==> config.mk <==
export PLATFORM = sky130hd
export DESIGN_NAME = sorted_deadline_timer_queue
export DESIGN_NICKNAME = d
export VERILOG_FILES = /design/src/rtl/sdtq_pkg.sv /design/src/rtl/sdtq_cmp.sv /design/src/rtl/sdtq_store.sv /design/src/rtl/sdtq_ctrl.sv /design/src/rtl/sorted_deadline_timer_queue.sv
export VERILOG_INCLUDE_DIRS = /design/src /design/src/rtl
export SDC_FILE = /design/constraint.sdc
export NUM_CORES = 2
export LEC_CHECK = 0
export BUFFER_PORTS_ARGS = -buffer_cell sky130_fd_sc_hd__buf_2
export CAP_MARGIN = 20
export CORE_MARGIN = 3
export CORE_UTILIZATION = 45
export CTS_BUF_LIST = sky130_fd_sc_hd__clkbuf_8
export DETAILED_ROUTE_END_ITERATION = 7
export GPL_TIMING_DRIVEN = 1
export PLACE_DENSITY_LB_ADDON = 0.08
export SYNTH_ARGS = -nofsm -noshare
export SYNTH_HDL_FRONTEND = slang
export SYNTH_SLANG_ARGS = --single-unit
==> constraint.sdc <==
create_clock -name clk -period 18.5 [get_ports clk]
set_input_delay 3.7 -clock clk [delete_from_list [all_inputs] [get_ports clk]]
set_output_delay 3.7 -clock clk [all_outputs]
set_load 0.02 [all_outputs]
==> src/rtl/assert_macros.svh <==
// Assertion macros shared by the RTL of the sorted deadline timer queue.
// No dependencies; define ASSERT_OFF to compile the checks out.
`ifndef ASSERT_MACROS_SVH
`define ASSERT_MACROS_SVH
`ifndef ASSERT_OFF
`define ASSERT_ALWAYS(lbl, clk, rst_n, cond) \
    lbl: assert property (@(posedge clk) disable iff (!rst_n) (cond)) \
        else $error("timer queue check failed");
`define ASSERT_NEXT(lbl, clk, rst_n, ante, cons) \
    lbl: assert property (@(posedge clk) disable iff (!rst_n) (ante) |=> (cons)) \
        else $error("timer queue check failed");
`else
`define ASSERT_ALWAYS(lbl, clk, rst_n, cond)
`define ASSERT_NEXT(lbl, clk, rst_n, ante, cons)
`endif
`endif

==> src/rtl/sdtq_pkg.sv <==
// Package of the sorted deadline timer queue: sizes, codes and the
// structs between sequencer, compare unit and entry store. No dependencies.
`default_nettype none
package sdtq_pkg;

    localparam int DEPTH      = 16;
    localparam int TIME_WIDTH = 32;
    localparam int ID_WIDTH   = 16;
    localparam int MAX_OUT    = 16;
    localparam int DELAY_W    = 31;
    localparam int IN_ID_W    = 16;
    localparam int POS_W      = 5;
    localparam int RK_W       = 2;
    localparam int CNT_W      = $clog2(DEPTH + 1);
    localparam int IDX_W      = $clog2(DEPTH);
    localparam int N_W        = $clog2(MAX_OUT + 1);

    localparam logic KIND_START = 1'b0;
    localparam logic KIND_TICK  = 1'b1;

    localparam logic [RK_W-1:0] RK_ACCEPT = 2'd0;
    localparam logic [RK_W-1:0] RK_REJECT = 2'd1;
    localparam logic [RK_W-1:0] RK_EXPIRE = 2'd2;

    typedef enum logic [6:0] {
        ST_IDLE   = 7'b0000001,
        ST_SCAN   = 7'b0000010,
        ST_INSERT = 7'b0000100,
        ST_ACK    = 7'b0001000,
        ST_ZEXP   = 7'b0010000,
        ST_REJ    = 7'b0100000,
        ST_TSCAN  = 7'b1000000
    } state_t;

    typedef struct packed {
        logic                  insert;
        logic                  drop;
        logic [CNT_W-1:0]      pos;
        logic [IDX_W-1:0]      rd_idx;
        logic [TIME_WIDTH-1:0] wr_deadline;
        logic [ID_WIDTH-1:0]   wr_id;
    } store_cmd_t;

    typedef struct packed {
        logic [CNT_W-1:0]      count;
        logic [TIME_WIDTH-1:0] rd_deadline;
        logic [ID_WIDTH-1:0]   head_id;
    } store_stat_t;

    typedef struct packed {
        logic zero;
        logic le;
    } cmp_flags_t;

endpackage
`default_nettype wire

==> src/rtl/sdtq_cmp.sv <==
// Shared compare unit: remaining time of one entry (deadline minus now)
// checked against a limit and against zero. Uses sdtq_pkg.
`default_nettype none
module sdtq_cmp (
    input  wire logic [sdtq_pkg::TIME_WIDTH-1:0] deadline,
    input  wire logic [sdtq_pkg::TIME_WIDTH-1:0] now,
    input  wire logic [sdtq_pkg::TIME_WIDTH-1:0] limit,
    output sdtq_pkg::cmp_flags_t                 flags
);

    logic [sdtq_pkg::TIME_WIDTH-1:0] remain;

    always_comb
    begin
        remain     = deadline - now;
        flags.zero = (remain == '0);
        flags.le   = (remain <= limit);
    end

endmodule
`default_nettype wire

==> src/rtl/sdtq_store.sv <==
// Sorted entry store: deadlines and ids with insert-at-position, drop-front
// and one indexed deadline read. Uses sdtq_pkg.
`default_nettype none
module sdtq_store (
    input  wire logic             clk,
    input  wire logic             rst_n,
    input  wire sdtq_pkg::store_cmd_t  cmd,
    output sdtq_pkg::store_stat_t stat
);

    logic [sdtq_pkg::TIME_WIDTH-1:0] dl_reg [sdtq_pkg::DEPTH];
    logic [sdtq_pkg::ID_WIDTH-1:0]   id_reg [sdtq_pkg::DEPTH];
    logic [sdtq_pkg::CNT_W-1:0]      count_reg;
    logic [sdtq_pkg::CNT_W-1:0]      count_next;

    always_comb
    begin
        count_next = count_reg;
        if (cmd.insert)
            count_next = count_reg + sdtq_pkg::CNT_W'(1);
        else if (cmd.drop)
            count_next = count_reg - sdtq_pkg::CNT_W'(1);
    end

    always_ff @(posedge clk or negedge rst_n)
    begin
        if (!rst_n)
            count_reg <= '0;
        else
            count_reg <= count_next;
    end

    always_ff @(posedge clk)
    begin
        for (int i = 0; i < sdtq_pkg::DEPTH; i++)
        begin
            if (cmd.insert)
            begin
                if (sdtq_pkg::CNT_W'(i) == cmd.pos)
                begin
                    dl_reg[i] <= cmd.wr_deadline;
                    id_reg[i] <= cmd.wr_id;
                end
                else if (i > 0 && sdtq_pkg::CNT_W'(i) > cmd.pos)
                begin
                    dl_reg[i] <= dl_reg[(i > 0) ? i - 1 : 0];
                    id_reg[i] <= id_reg[(i > 0) ? i - 1 : 0];
                end
            end
            else if (cmd.drop && i < sdtq_pkg::DEPTH - 1)
            begin
                dl_reg[i] <= dl_reg[(i < sdtq_pkg::DEPTH - 1) ? i + 1 : i];
                id_reg[i] <= id_reg[(i < sdtq_pkg::DEPTH - 1) ? i + 1 : i];
            end
        end
    end

    always_comb
    begin
        stat.count       = count_reg;
        stat.rd_deadline = dl_reg[cmd.rd_idx];
        stat.head_id     = id_reg[0];
    end

endmodule
`default_nettype wire

==> src/rtl/sdtq_ctrl.sv <==
// Sequencer of the timer queue: request intake, position scan through the
// shared compare unit, expiry loop and the result register. Uses sdtq_pkg.
`default_nettype none
module sdtq_ctrl (
    input  wire logic                            clk,
    input  wire logic                            rst_n,
    input  wire logic                            s_tvalid,
    output logic                                 s_tready,
    input  wire logic [47:0]                     s_tdata,
    input  wire logic                            s_tuser,
    output logic                                 m_tvalid,
    input  wire logic                            m_tready,
    output logic [23:0]                          m_tdata,
    output logic [1:0]                           m_tuser,
    output logic                                 m_tlast,
    output sdtq_pkg::store_cmd_t                 cmd,
    input  wire sdtq_pkg::store_stat_t           stat,
    output logic [sdtq_pkg::TIME_WIDTH-1:0]      cmp_deadline,
    output logic [sdtq_pkg::TIME_WIDTH-1:0]      cmp_now,
    output logic [sdtq_pkg::TIME_WIDTH-1:0]      cmp_limit,
    input  wire sdtq_pkg::cmp_flags_t            cmp
);

    sdtq_pkg::state_t state_reg, state_next;

    logic [sdtq_pkg::TIME_WIDTH-1:0] now_reg, now_next;
    logic [sdtq_pkg::TIME_WIDTH-1:0] rem_reg, rem_next;
    logic [sdtq_pkg::ID_WIDTH-1:0]   id_reg, id_next;
    logic [sdtq_pkg::ID_WIDTH-1:0]   pend_reg, pend_next;
    logic [sdtq_pkg::CNT_W-1:0]      idx_reg, idx_next;
    logic [sdtq_pkg::N_W-1:0]        n_reg, n_next;

    logic                            out_valid_reg, out_valid_next;
    logic [sdtq_pkg::RK_W-1:0]       out_kind_reg, out_kind_next;
    logic [sdtq_pkg::ID_WIDTH-1:0]   out_id_reg, out_id_next;
    logic [sdtq_pkg::POS_W-1:0]      out_pos_reg, out_pos_next;
    logic                            out_last_reg, out_last_next;

    logic accept;
    logic out_free;
    logic out_load;
    logic due;
    logic stall;

    assign s_tready = (state_reg == sdtq_pkg::ST_IDLE);
    assign accept   = s_tvalid && s_tready;
    assign out_free = !out_valid_reg || m_tready;

    assign cmp_deadline = stat.rd_deadline;
    assign cmp_now      = now_reg;
    assign cmp_limit    = rem_reg;

    assign due   = (stat.count != '0) && cmp.zero &&
                   (n_reg != sdtq_pkg::N_W'(sdtq_pkg::MAX_OUT));
    assign stall = (n_reg != '0) && !out_free;

    always_comb
    begin
        state_next    = state_reg;
        now_next      = now_reg;
        rem_next      = rem_reg;
        id_next       = id_reg;
        pend_next     = pend_reg;
        idx_next      = idx_reg;
        n_next        = n_reg;
        out_load      = 1'b0;
        out_kind_next = out_kind_reg;
        out_id_next   = out_id_reg;
        out_pos_next  = out_pos_reg;
        out_last_next = out_last_reg;

        cmd.insert      = 1'b0;
        cmd.drop        = 1'b0;
        cmd.pos         = idx_reg;
        cmd.rd_idx      = (state_reg == sdtq_pkg::ST_SCAN) ?
                          idx_reg[sdtq_pkg::IDX_W-1:0] : '0;
        cmd.wr_deadline = now_reg + rem_reg;
        cmd.wr_id       = id_reg;

        unique case (state_reg)
            sdtq_pkg::ST_IDLE:
            begin
                if (accept)
                begin
                    rem_next = sdtq_pkg::TIME_WIDTH'(s_tdata[sdtq_pkg::DELAY_W-1:0]);
                    id_next  = sdtq_pkg::ID_WIDTH'(
                        s_tdata[sdtq_pkg::DELAY_W +: sdtq_pkg::IN_ID_W]);
                    idx_next = '0;
                    n_next   = '0;
                    if (s_tuser == sdtq_pkg::KIND_TICK)
                    begin
                        now_next   = now_reg + sdtq_pkg::TIME_WIDTH'(1);
                        state_next = sdtq_pkg::ST_TSCAN;
                    end
                    else if (stat.count == sdtq_pkg::CNT_W'(sdtq_pkg::DEPTH))
                        state_next = sdtq_pkg::ST_REJ;
                    else
                        state_next = sdtq_pkg::ST_SCAN;
                end
            end
            sdtq_pkg::ST_SCAN:
            begin
                if (idx_reg == stat.count || !cmp.le)
                    state_next = sdtq_pkg::ST_INSERT;
                else
                    idx_next = idx_reg + sdtq_pkg::CNT_W'(1);
            end
            sdtq_pkg::ST_INSERT:
            begin
                cmd.insert = 1'b1;
                state_next = sdtq_pkg::ST_ACK;
            end
            sdtq_pkg::ST_ACK:
            begin
                if (out_free)
                begin
                    out_load      = 1'b1;
                    out_kind_next = sdtq_pkg::RK_ACCEPT;
                    out_id_next   = id_reg;
                    out_pos_next  = sdtq_pkg::POS_W'(idx_reg);
                    out_last_next = (rem_reg != '0);
                    state_next    = (rem_reg == '0) ? sdtq_pkg::ST_ZEXP
                                                    : sdtq_pkg::ST_IDLE;
                end
            end
            sdtq_pkg::ST_ZEXP:
            begin
                if (out_free)
                begin
                    out_load      = 1'b1;
                    out_kind_next = sdtq_pkg::RK_EXPIRE;
                    out_id_next   = stat.head_id;
                    out_pos_next  = '0;
                    out_last_next = 1'b1;
                    cmd.drop      = 1'b1;
                    state_next    = sdtq_pkg::ST_IDLE;
                end
            end
            sdtq_pkg::ST_REJ:
            begin
                if (out_free)
                begin
                    out_load      = 1'b1;
                    out_kind_next = sdtq_pkg::RK_REJECT;
                    out_id_next   = id_reg;
                    out_pos_next  = '0;
                    out_last_next = 1'b1;
                    state_next    = sdtq_pkg::ST_IDLE;
                end
            end
            sdtq_pkg::ST_TSCAN:
            begin
                // pending expiry goes out once we know whether another follows
                if (!stall)
                begin
                    if (n_reg != '0)
                    begin
                        out_load      = 1'b1;
                        out_kind_next = sdtq_pkg::RK_EXPIRE;
                        out_id_next   = pend_reg;
                        out_pos_next  = '0;
                        out_last_next = !due;
                    end
                    if (due)
                    begin
                        pend_next = stat.head_id;
                        cmd.drop  = 1'b1;
                        n_next    = n_reg + sdtq_pkg::N_W'(1);
                    end
                    else
                        state_next = sdtq_pkg::ST_IDLE;
                end
            end
            default:
                state_next = sdtq_pkg::ST_IDLE;
        endcase

        if (out_load)
            out_valid_next = 1'b1;
        else if (m_tready)
            out_valid_next = 1'b0;
        else
            out_valid_next = out_valid_reg;
    end

    always_ff @(posedge clk or negedge rst_n)
    begin
        if (!rst_n)
        begin
            state_reg     <= sdtq_pkg::ST_IDLE;
            now_reg       <= '0;
            n_reg         <= '0;
            idx_reg       <= '0;
            out_valid_reg <= 1'b0;
        end
        else
        begin
            state_reg     <= state_next;
            now_reg       <= now_next;
            n_reg         <= n_next;
            idx_reg       <= idx_next;
            out_valid_reg <= out_valid_next;
        end
    end

    always_ff @(posedge clk)
    begin
        rem_reg      <= rem_next;
        id_reg       <= id_next;
        pend_reg     <= pend_next;
        out_kind_reg <= out_kind_next;
        out_id_reg   <= out_id_next;
        out_pos_reg  <= out_pos_next;
        out_last_reg <= out_last_next;
    end

    assign m_tvalid = out_valid_reg;
    assign m_tuser  = out_kind_reg;
    assign m_tlast  = out_last_reg;
    assign m_tdata  = {3'b000, out_pos_reg, sdtq_pkg::IN_ID_W'(out_id_reg)};

endmodule
`default_nettype wire

==> src/rtl/sorted_deadline_timer_queue.sv <==
// Top level of the sorted deadline timer queue: sequencer, shared compare
// unit and entry store. Uses sdtq_pkg and assert_macros.svh.
//
// Up to 16 timers share one tick counter. A start request is scanned against
// the stored entries one per cycle through a single compare unit, then inserted
// at its sorted position (pos, at most 15) and answered with an accept result,
// followed by an expiry for a zero delay; a start on a full store is rejected.
// A tick request advances the counter and emits one expiry per due timer, up to 16.
// s_tready is high only between requests; results leave through one output
// register, and a stalled m_tready holds the sequencer where it emits.
`default_nettype none
`include "assert_macros.svh"
module sorted_deadline_timer_queue (
    input  wire logic        clk,
    input  wire logic        rst_n,
    input  wire logic        s_tvalid,
    output logic             s_tready,
    input  wire logic [47:0] s_tdata,   // delay_ticks[30:0], timer_id[46:31], pad
    input  wire logic        s_tuser,   // kind
    output logic             m_tvalid,
    input  wire logic        m_tready,
    output logic [23:0]      m_tdata,   // expired_id[15:0], position[20:16], pad
    output logic [1:0]       m_tuser,   // result_kind
    output logic             m_tlast    // last
);

    sdtq_pkg::store_cmd_t  cmd;
    sdtq_pkg::store_stat_t stat;
    sdtq_pkg::cmp_flags_t  flags;

    logic [sdtq_pkg::TIME_WIDTH-1:0] cmp_deadline;
    logic [sdtq_pkg::TIME_WIDTH-1:0] cmp_now;
    logic [sdtq_pkg::TIME_WIDTH-1:0] cmp_limit;

    sdtq_ctrl u_ctrl (
        .clk          (clk),
        .rst_n        (rst_n),
        .s_tvalid     (s_tvalid),
        .s_tready     (s_tready),
        .s_tdata      (s_tdata),
        .s_tuser      (s_tuser),
        .m_tvalid     (m_tvalid),
        .m_tready     (m_tready),
        .m_tdata      (m_tdata),
        .m_tuser      (m_tuser),
        .m_tlast      (m_tlast),
        .cmd          (cmd),
        .stat         (stat),
        .cmp_deadline (cmp_deadline),
        .cmp_now      (cmp_now),
        .cmp_limit    (cmp_limit),
        .cmp          (flags)
    );

    sdtq_cmp u_cmp (
        .deadline (cmp_deadline),
        .now      (cmp_now),
        .limit    (cmp_limit),
        .flags    (flags)
    );

    sdtq_store u_store (
        .clk   (clk),
        .rst_n (rst_n),
        .cmd   (cmd),
        .stat  (stat)
    );

    `ASSERT_ALWAYS(a_count_bound, clk, rst_n,
        stat.count <= sdtq_pkg::CNT_W'(sdtq_pkg::DEPTH))
    `ASSERT_ALWAYS(a_ins_drop_excl, clk, rst_n, !(cmd.insert && cmd.drop))
    `ASSERT_ALWAYS(a_drop_nonempty, clk, rst_n, !cmd.drop || (stat.count != '0))
    `ASSERT_NEXT(a_insert_grows, clk, rst_n, cmd.insert,
        stat.count == $past(stat.count) + sdtq_pkg::CNT_W'(1))

endmodule
`default_nettype wire

# Yosys cells after proc, flatten, opt, wreduce, memory -nomap -nowiden
# Memory sizes are Yosys's and may differ from the RTL's.
# Index checks and enable logic that the tools add are counted.
[word_totals] reg_bits=142 latch_bits=0 ram_bits=768 romBits=0 output_inout_bits=29 mem_count=2
[memory_table] memory="u_store.dl_reg" depth=16 word_bits=32 read_ports=17 rd_ports_with_merged_regs=0 write_ports=16 line_no="sdtq_store.sv:11" text="logic [sdtq_pkg::TIME_WIDTH-1:0] dl_reg [sdtq_pkg::DEPTH];"
[memory_table] memory="u_store.id_reg" depth=16 word_bits=16 read_ports=16 rd_ports_with_merged_regs=0 write_ports=16 line_no="sdtq_store.sv:12" text="logic [sdtq_pkg::ID_WIDTH-1:0] id_reg [sdtq_pkg::DEPTH];"
[op_classes] add_sub_neg=7 n_mul=0 div=0 magnitude_cmp=16 eq_ne=37 shifts=0 n_mux=221 bitwise=61 n_reduce_logical=35
[op_table] operator="two-way mux 32 bit" n=30
[op_table] operator="two-way mux 16 bit" n=34
[op_table] operator="two-way mux 1 bit" n=123
[op_table] operator="logical NOT 32 bit" n=2
[op_table] operator="bitwise OR 1 bit" n=60
[op_table] operator="two-way mux 5 bit" n=11
[op_table] operator="two-way mux 7 bit" n=7
[op_table] operator="case mux 16 bit (3 select lines)" n=1
[op_table] operator="case mux 7 bit (6 select lines)" n=1
[op_table] operator="== test 4 x 5 -> 1 bit (first input constant)" n=8
[op_table] operator="> comparator 4 x 5 -> 1 bit (first input constant)" n=8
[op_table] operator="adder 32 x 1 -> 32 bit (second input constant)" n=1
[op_table] operator="adder 32 x 31 -> 32 bit" n=1
[op_table] operator="less-or-equal comparator 32 x 31 -> 1 bit" n=1
[op_table] operator="nonzero test 32 bit" n=1
[op_table] operator="subtractor 32 bit" n=1
[op_table] operator="== test 3 x 5 -> 1 bit (first input constant)" n=4
[op_table] operator="> comparator 3 x 5 -> 1 bit (first input constant)" n=4
[op_table] operator="case mux 5 bit (2 select lines)" n=2
[op_table] operator="adder 5 x 1 -> 5 bit (second input constant)" n=3
[op_table] operator="case mux 5 bit (3 select lines)" n=1
[op_table] operator="!= test 2 x 1 -> 1 bit (second input constant)" n=7
[op_table] operator="AND reduction 6 bit" n=2
[op_table] operator="== test 2 x 5 -> 1 bit (first input constant)" n=2
[op_table] operator="other kinds (36)" n=62

# Depth between registers and ports, before layout
# An unclocked memory read counts as a cell.
[depth] word_depth=14 ltp_mapped=32

# Modules after synthesis
# A second synthesis with hierarchy kept.
[unflattened] cells_unflattened=5265 hier_area_um2=53772.8
[modules_own_cells] module="sdtq_store" instances=1 cells_per_inst=4202 area_each_um2=43742.0 seq_area_each_um2=23187.2
[modules_own_cells] module="sdtq_ctrl" instances=1 cells_per_inst=659 area_each_um2=7295.7 seq_area_each_um2=3865.0
[modules_own_cells] module="sdtq_cmp" instances=1 cells_per_inst=404 area_each_um2=2735.1 seq_area_each_um2=0.0

# Least setup slack after synthesis
# Ideal clock, no wire load.
[synth_timing] path_type="flip-flop to flip-flop" from="reg u_ctrl.idx_reg[0] in the netlist's numbering" to="mem u_store.dl_reg[14][0] in the netlist's numbering, enable pin" arrival_ns=7.951 setup_slack_ns=9.478 stages_incl_launch_ff=23 n_path_buf=8 synth_period_minus_slack_ns=9.022 path_cell_list="dfrtp_1 -> clkbuf_1 -> clkbuf_1 -> clkbuf_1 -> clkbuf_1 -> buf_1 -> mux2i_1 -> a311oi_1 -> a21oi_1 -> a21oi_1 -> ha_1 -> or3_1 -> o31ai_4 -> o31a_1 -> clkbuf_1 -> a211oi_1 -> or4_1 -> o211ai_1 -> nor4_4 -> a31oi_1 -> clkbuf_1 -> buf_2 -> o311ai_0"
[synth_lines] item="start, declared" line_no="sdtq_ctrl.sv:30" text="logic [sdtq_pkg::CNT_W-1:0] idx_reg, idx_next;"
[synth_lines] item="start signal, assigned" line_no="sdtq_ctrl.sv:201" text="idx_reg <= idx_next;"
[synth_lines] item="end, declared" line_no="sdtq_store.sv:11"

==> impl_metrics.toml <==
[place]
portBuffers = 77
gp_congestion = 0.866
hpwlAfterDp_um = 108000
dpl.cell_count = 6785
dp_slack_ps = 7230

[synthesis]
ys_warn_count = 0
synth_top_area_frac = 0.477
syn-cell-area_um2 = 53800
synth_cells = 5464
seq_area_frac_synth = 0.503
synth.distinct_cells = 86
async_flop_share = 0.0604
synth_edf_count = 855
synth_top_cell_by_area = "edfxtp_1"
yosys-top-cells-area = "edfxtp_1, mux2i_1, nand2_1"
syn_avg_cell_area_um2 = 9.85
synth_flop_cell = "edfxtp_1"
ys_seq_elements = 910

[worst_setup_path]
cp_top_family = "compound AO/OA/AOI/OAI gates"
critPathLaunchType = "flip-flop"
regToRegSetupSlack_ps = 6920
crit_chain = "nor4_1 > nand3_1 > nor2_4 > buf_4 > buf_4 > mux2i_1 > a211oi_1 > a211oi_1 > a21oi_1 > ha_1 > o21ai_0 > a21oi_1 > o31ai_4 > o31a_1 > and3_1 > a2111oi_0 > nand4_1 > nor4_4 > a31o_4 > buf_12 > buf_4 > o21ai_0"
crit_cells = 22
rr_endpoint = "u_store.id_reg[12][6]$_DFFE_PP_"
path_class = "flip-flop to flip-flop"
startpoint = "u_ctrl.state_reg[3]$_DFFE_PN0P_"
critPathBufInv = 4
required_ps = 19090
cpMaxStageDelayCell = "buf_4"
cp.arrival_ps = 12180
end_kind = "flip-flop"
crit_end = "u_store.id_reg[12][6]$_DFFE_PP_"
critPathMaxFanout = 230
r2r_start = "u_ctrl.state_reg[3]$_DFFE_PN0P_"
max_stage_delay_ps = 900
cp_common_cell = "buf_4"
r2r_cells = 22

[global_routing]
grt_pass1_wl_um = 267000
grt-ovfl-total = 0
antenna_found_initial = 7
grt_pass1_vias = 40300
grt_max_degree = 243
grt_use_total = 0.291

[clock_network]
cts_inserted_buffers = 169
cts_setup_buffers = 0
cts_buffer_depth = 3
ctsHoldBuffers = 0
clkSlewWorstSetupHoldPaths_ps = 50
cts_root_buf = "clkbuf_8"
insertion_delay_ps = 890
cts_resized = 0
cts_max_level = 4
tritoncts = "built"
cts_sinks = 910

[sta]
min_period_ps = 11580
finalSetupViolations = 0
finalMaxSlewViolations = 0
fin_setup_tns_ps = 0
hold_viol_final = 0
worst_hold_slack_ps = 480
tightest_slew_ps = 1180
finClkSkew_ps = 52.3
rsz0062_at_grt = "no"
fmax_ghz = 0.0863
layout_worst_path_cycle_share = 0.626
setup_slack_ps = 6920
slew_headroom = 0.213

[cells_and_area]
final_common_cell = "nand2_1"
drive_gt1_frac = 0.0946
area_growth_pct = 8.20
nets = 5516
mostFrequentLayoutCells = "nand2_1, edfxtp_1, o21ai_1"
fin_cells = 7089
num-fill-cells = 11300
largest_register_ffs = 512

[floorplanning]
rows = 126
die_height_um = 352
ioPinCount = 82
core_area_um2 = 118000
die_area_um2 = 124000
fp.dieW_um = 352
initial_core_util = 0.455

[route]
vias_per_cell = 6.05
drc = 0
drt_iter0_drc = 4623
ant_nets = 0
drt_wl_total_um = 182000
post_drt_wl_per_cell_um = 25.7
vias = 42900
dr.pass1.iters = 6

[worst_hold_path]
hp-start = "u_store.id_reg[0][6]$_DFFE_PP_"
hp-class = "flip-flop to flip-flop"

[job]
cap_violations = 0

[power]
ir_drop_v = 0.0000747
power_w = 0.00715
p_per_area_nw_per_um2 = 123
power.leakage_nw = 19.3

[run_status]
outcome = "finished clean"
## power by group
group	leakage [nW]	switching, W	internal [W]
registers	8.43	0.000171	0.00270
clock network	1.78	0.000937	0.000910
logic	9.06	0.00150	0.000921
total	19.3	0.00261	0.00454
## worst min-delay path by stage
stage	endpoint	depth (start not counted)
finish	u_ctrl.pend_reg[6]$_DFFE_PP_	0
global route	u_ctrl.pend_reg[6]$_DFFE_PP_	0
global placement	u_ctrl.pend_reg[6]$_DFFE_PP_	0
detailed placement	u_ctrl.pend_reg[6]$_DFFE_PP_	0
floorplan	u_ctrl.pend_reg[0]$_DFFE_PP_	0
CTS	u_ctrl.pend_reg[4]$_DFFE_PP_	0
## cell families after synthesis
kind of cell / Yosys count / share of synthesized area
AOI/OAI and AO/OA: 1555 / 0.169
muxes: 509 / 0.103
and+or+nand+nor: 1747 / 0.138
other: 1 / 0.0000697
buffers and inverters: 552 / 0.0491
adders and majority gates: 105 / 0.0248
DFF: 910 / 0.503
xor gates and xnor gates: 85 / 0.0138
## cell usage after synthesis (all sizes together) (5+ instances only)
library cell and n:
nor3 33, xnor2 59, mux2i 441, edfxtp 855
o21ai 694, nand3b 5, nor4 27, or3 16
a211oi 159, o21a 45, o21bai 10, buf 139
clkinv 5, a2111oi 5, inv 86, ha 102
clkbuf 322, nor2 369, nand2b 18, nand4 42
xor2 26, o211ai 51, and4 5, a21boi 6
and3 38, a211o 5, mux4 31, a21o 41
or2 14, a21oi 374, and2 40, nand2 1024
a22oi 31, o22ai 6, o31ai 21, a311oi 38
nor2b 44, a31oi 37, nand3 54, dfrtp 54
mux2 37
## layout make-up
class / instances / area (um2) / area share
multi-input combinational: 4004 / 24500 / 0.421
tap: 1600 / 2000 / 0.0344
timing repair buffer: 182 / 1280 / 0.0220
clock buffer: 172 / 2370 / 0.0406
sequential: 910 / 27100 / 0.465
inverter: 91 / 345 / 0.00593
clock inverter: 127 / 683 / 0.0117
antenna: 3 / 7.51 / 0.000129
## through the flow
| step | instance area [um2] | utilization |
|---|---|---|
| 2_1_floorplan | 53800 | - |
| 3_3_place_gp | 55100 | 0.466 |
| 3_5_place_dp | 55100 | 0.466 |
| 4_1_cts | 58200 | 0.492 |
| 5_1_grt | 58200 | 0.492 |
| 6_report | 58200 | 0.492 |
## routing by layer
layer	track usage	part of all wire	vias to the layer above
met5	0	0.00026	-
met4	0.0977	0.033	8
met3	0.0500	0.078	323
met2	0.447	0.44	1676
met1	0.417	0.45	21100
li1	-	-	19700
(Power assumes the default switching activity.)
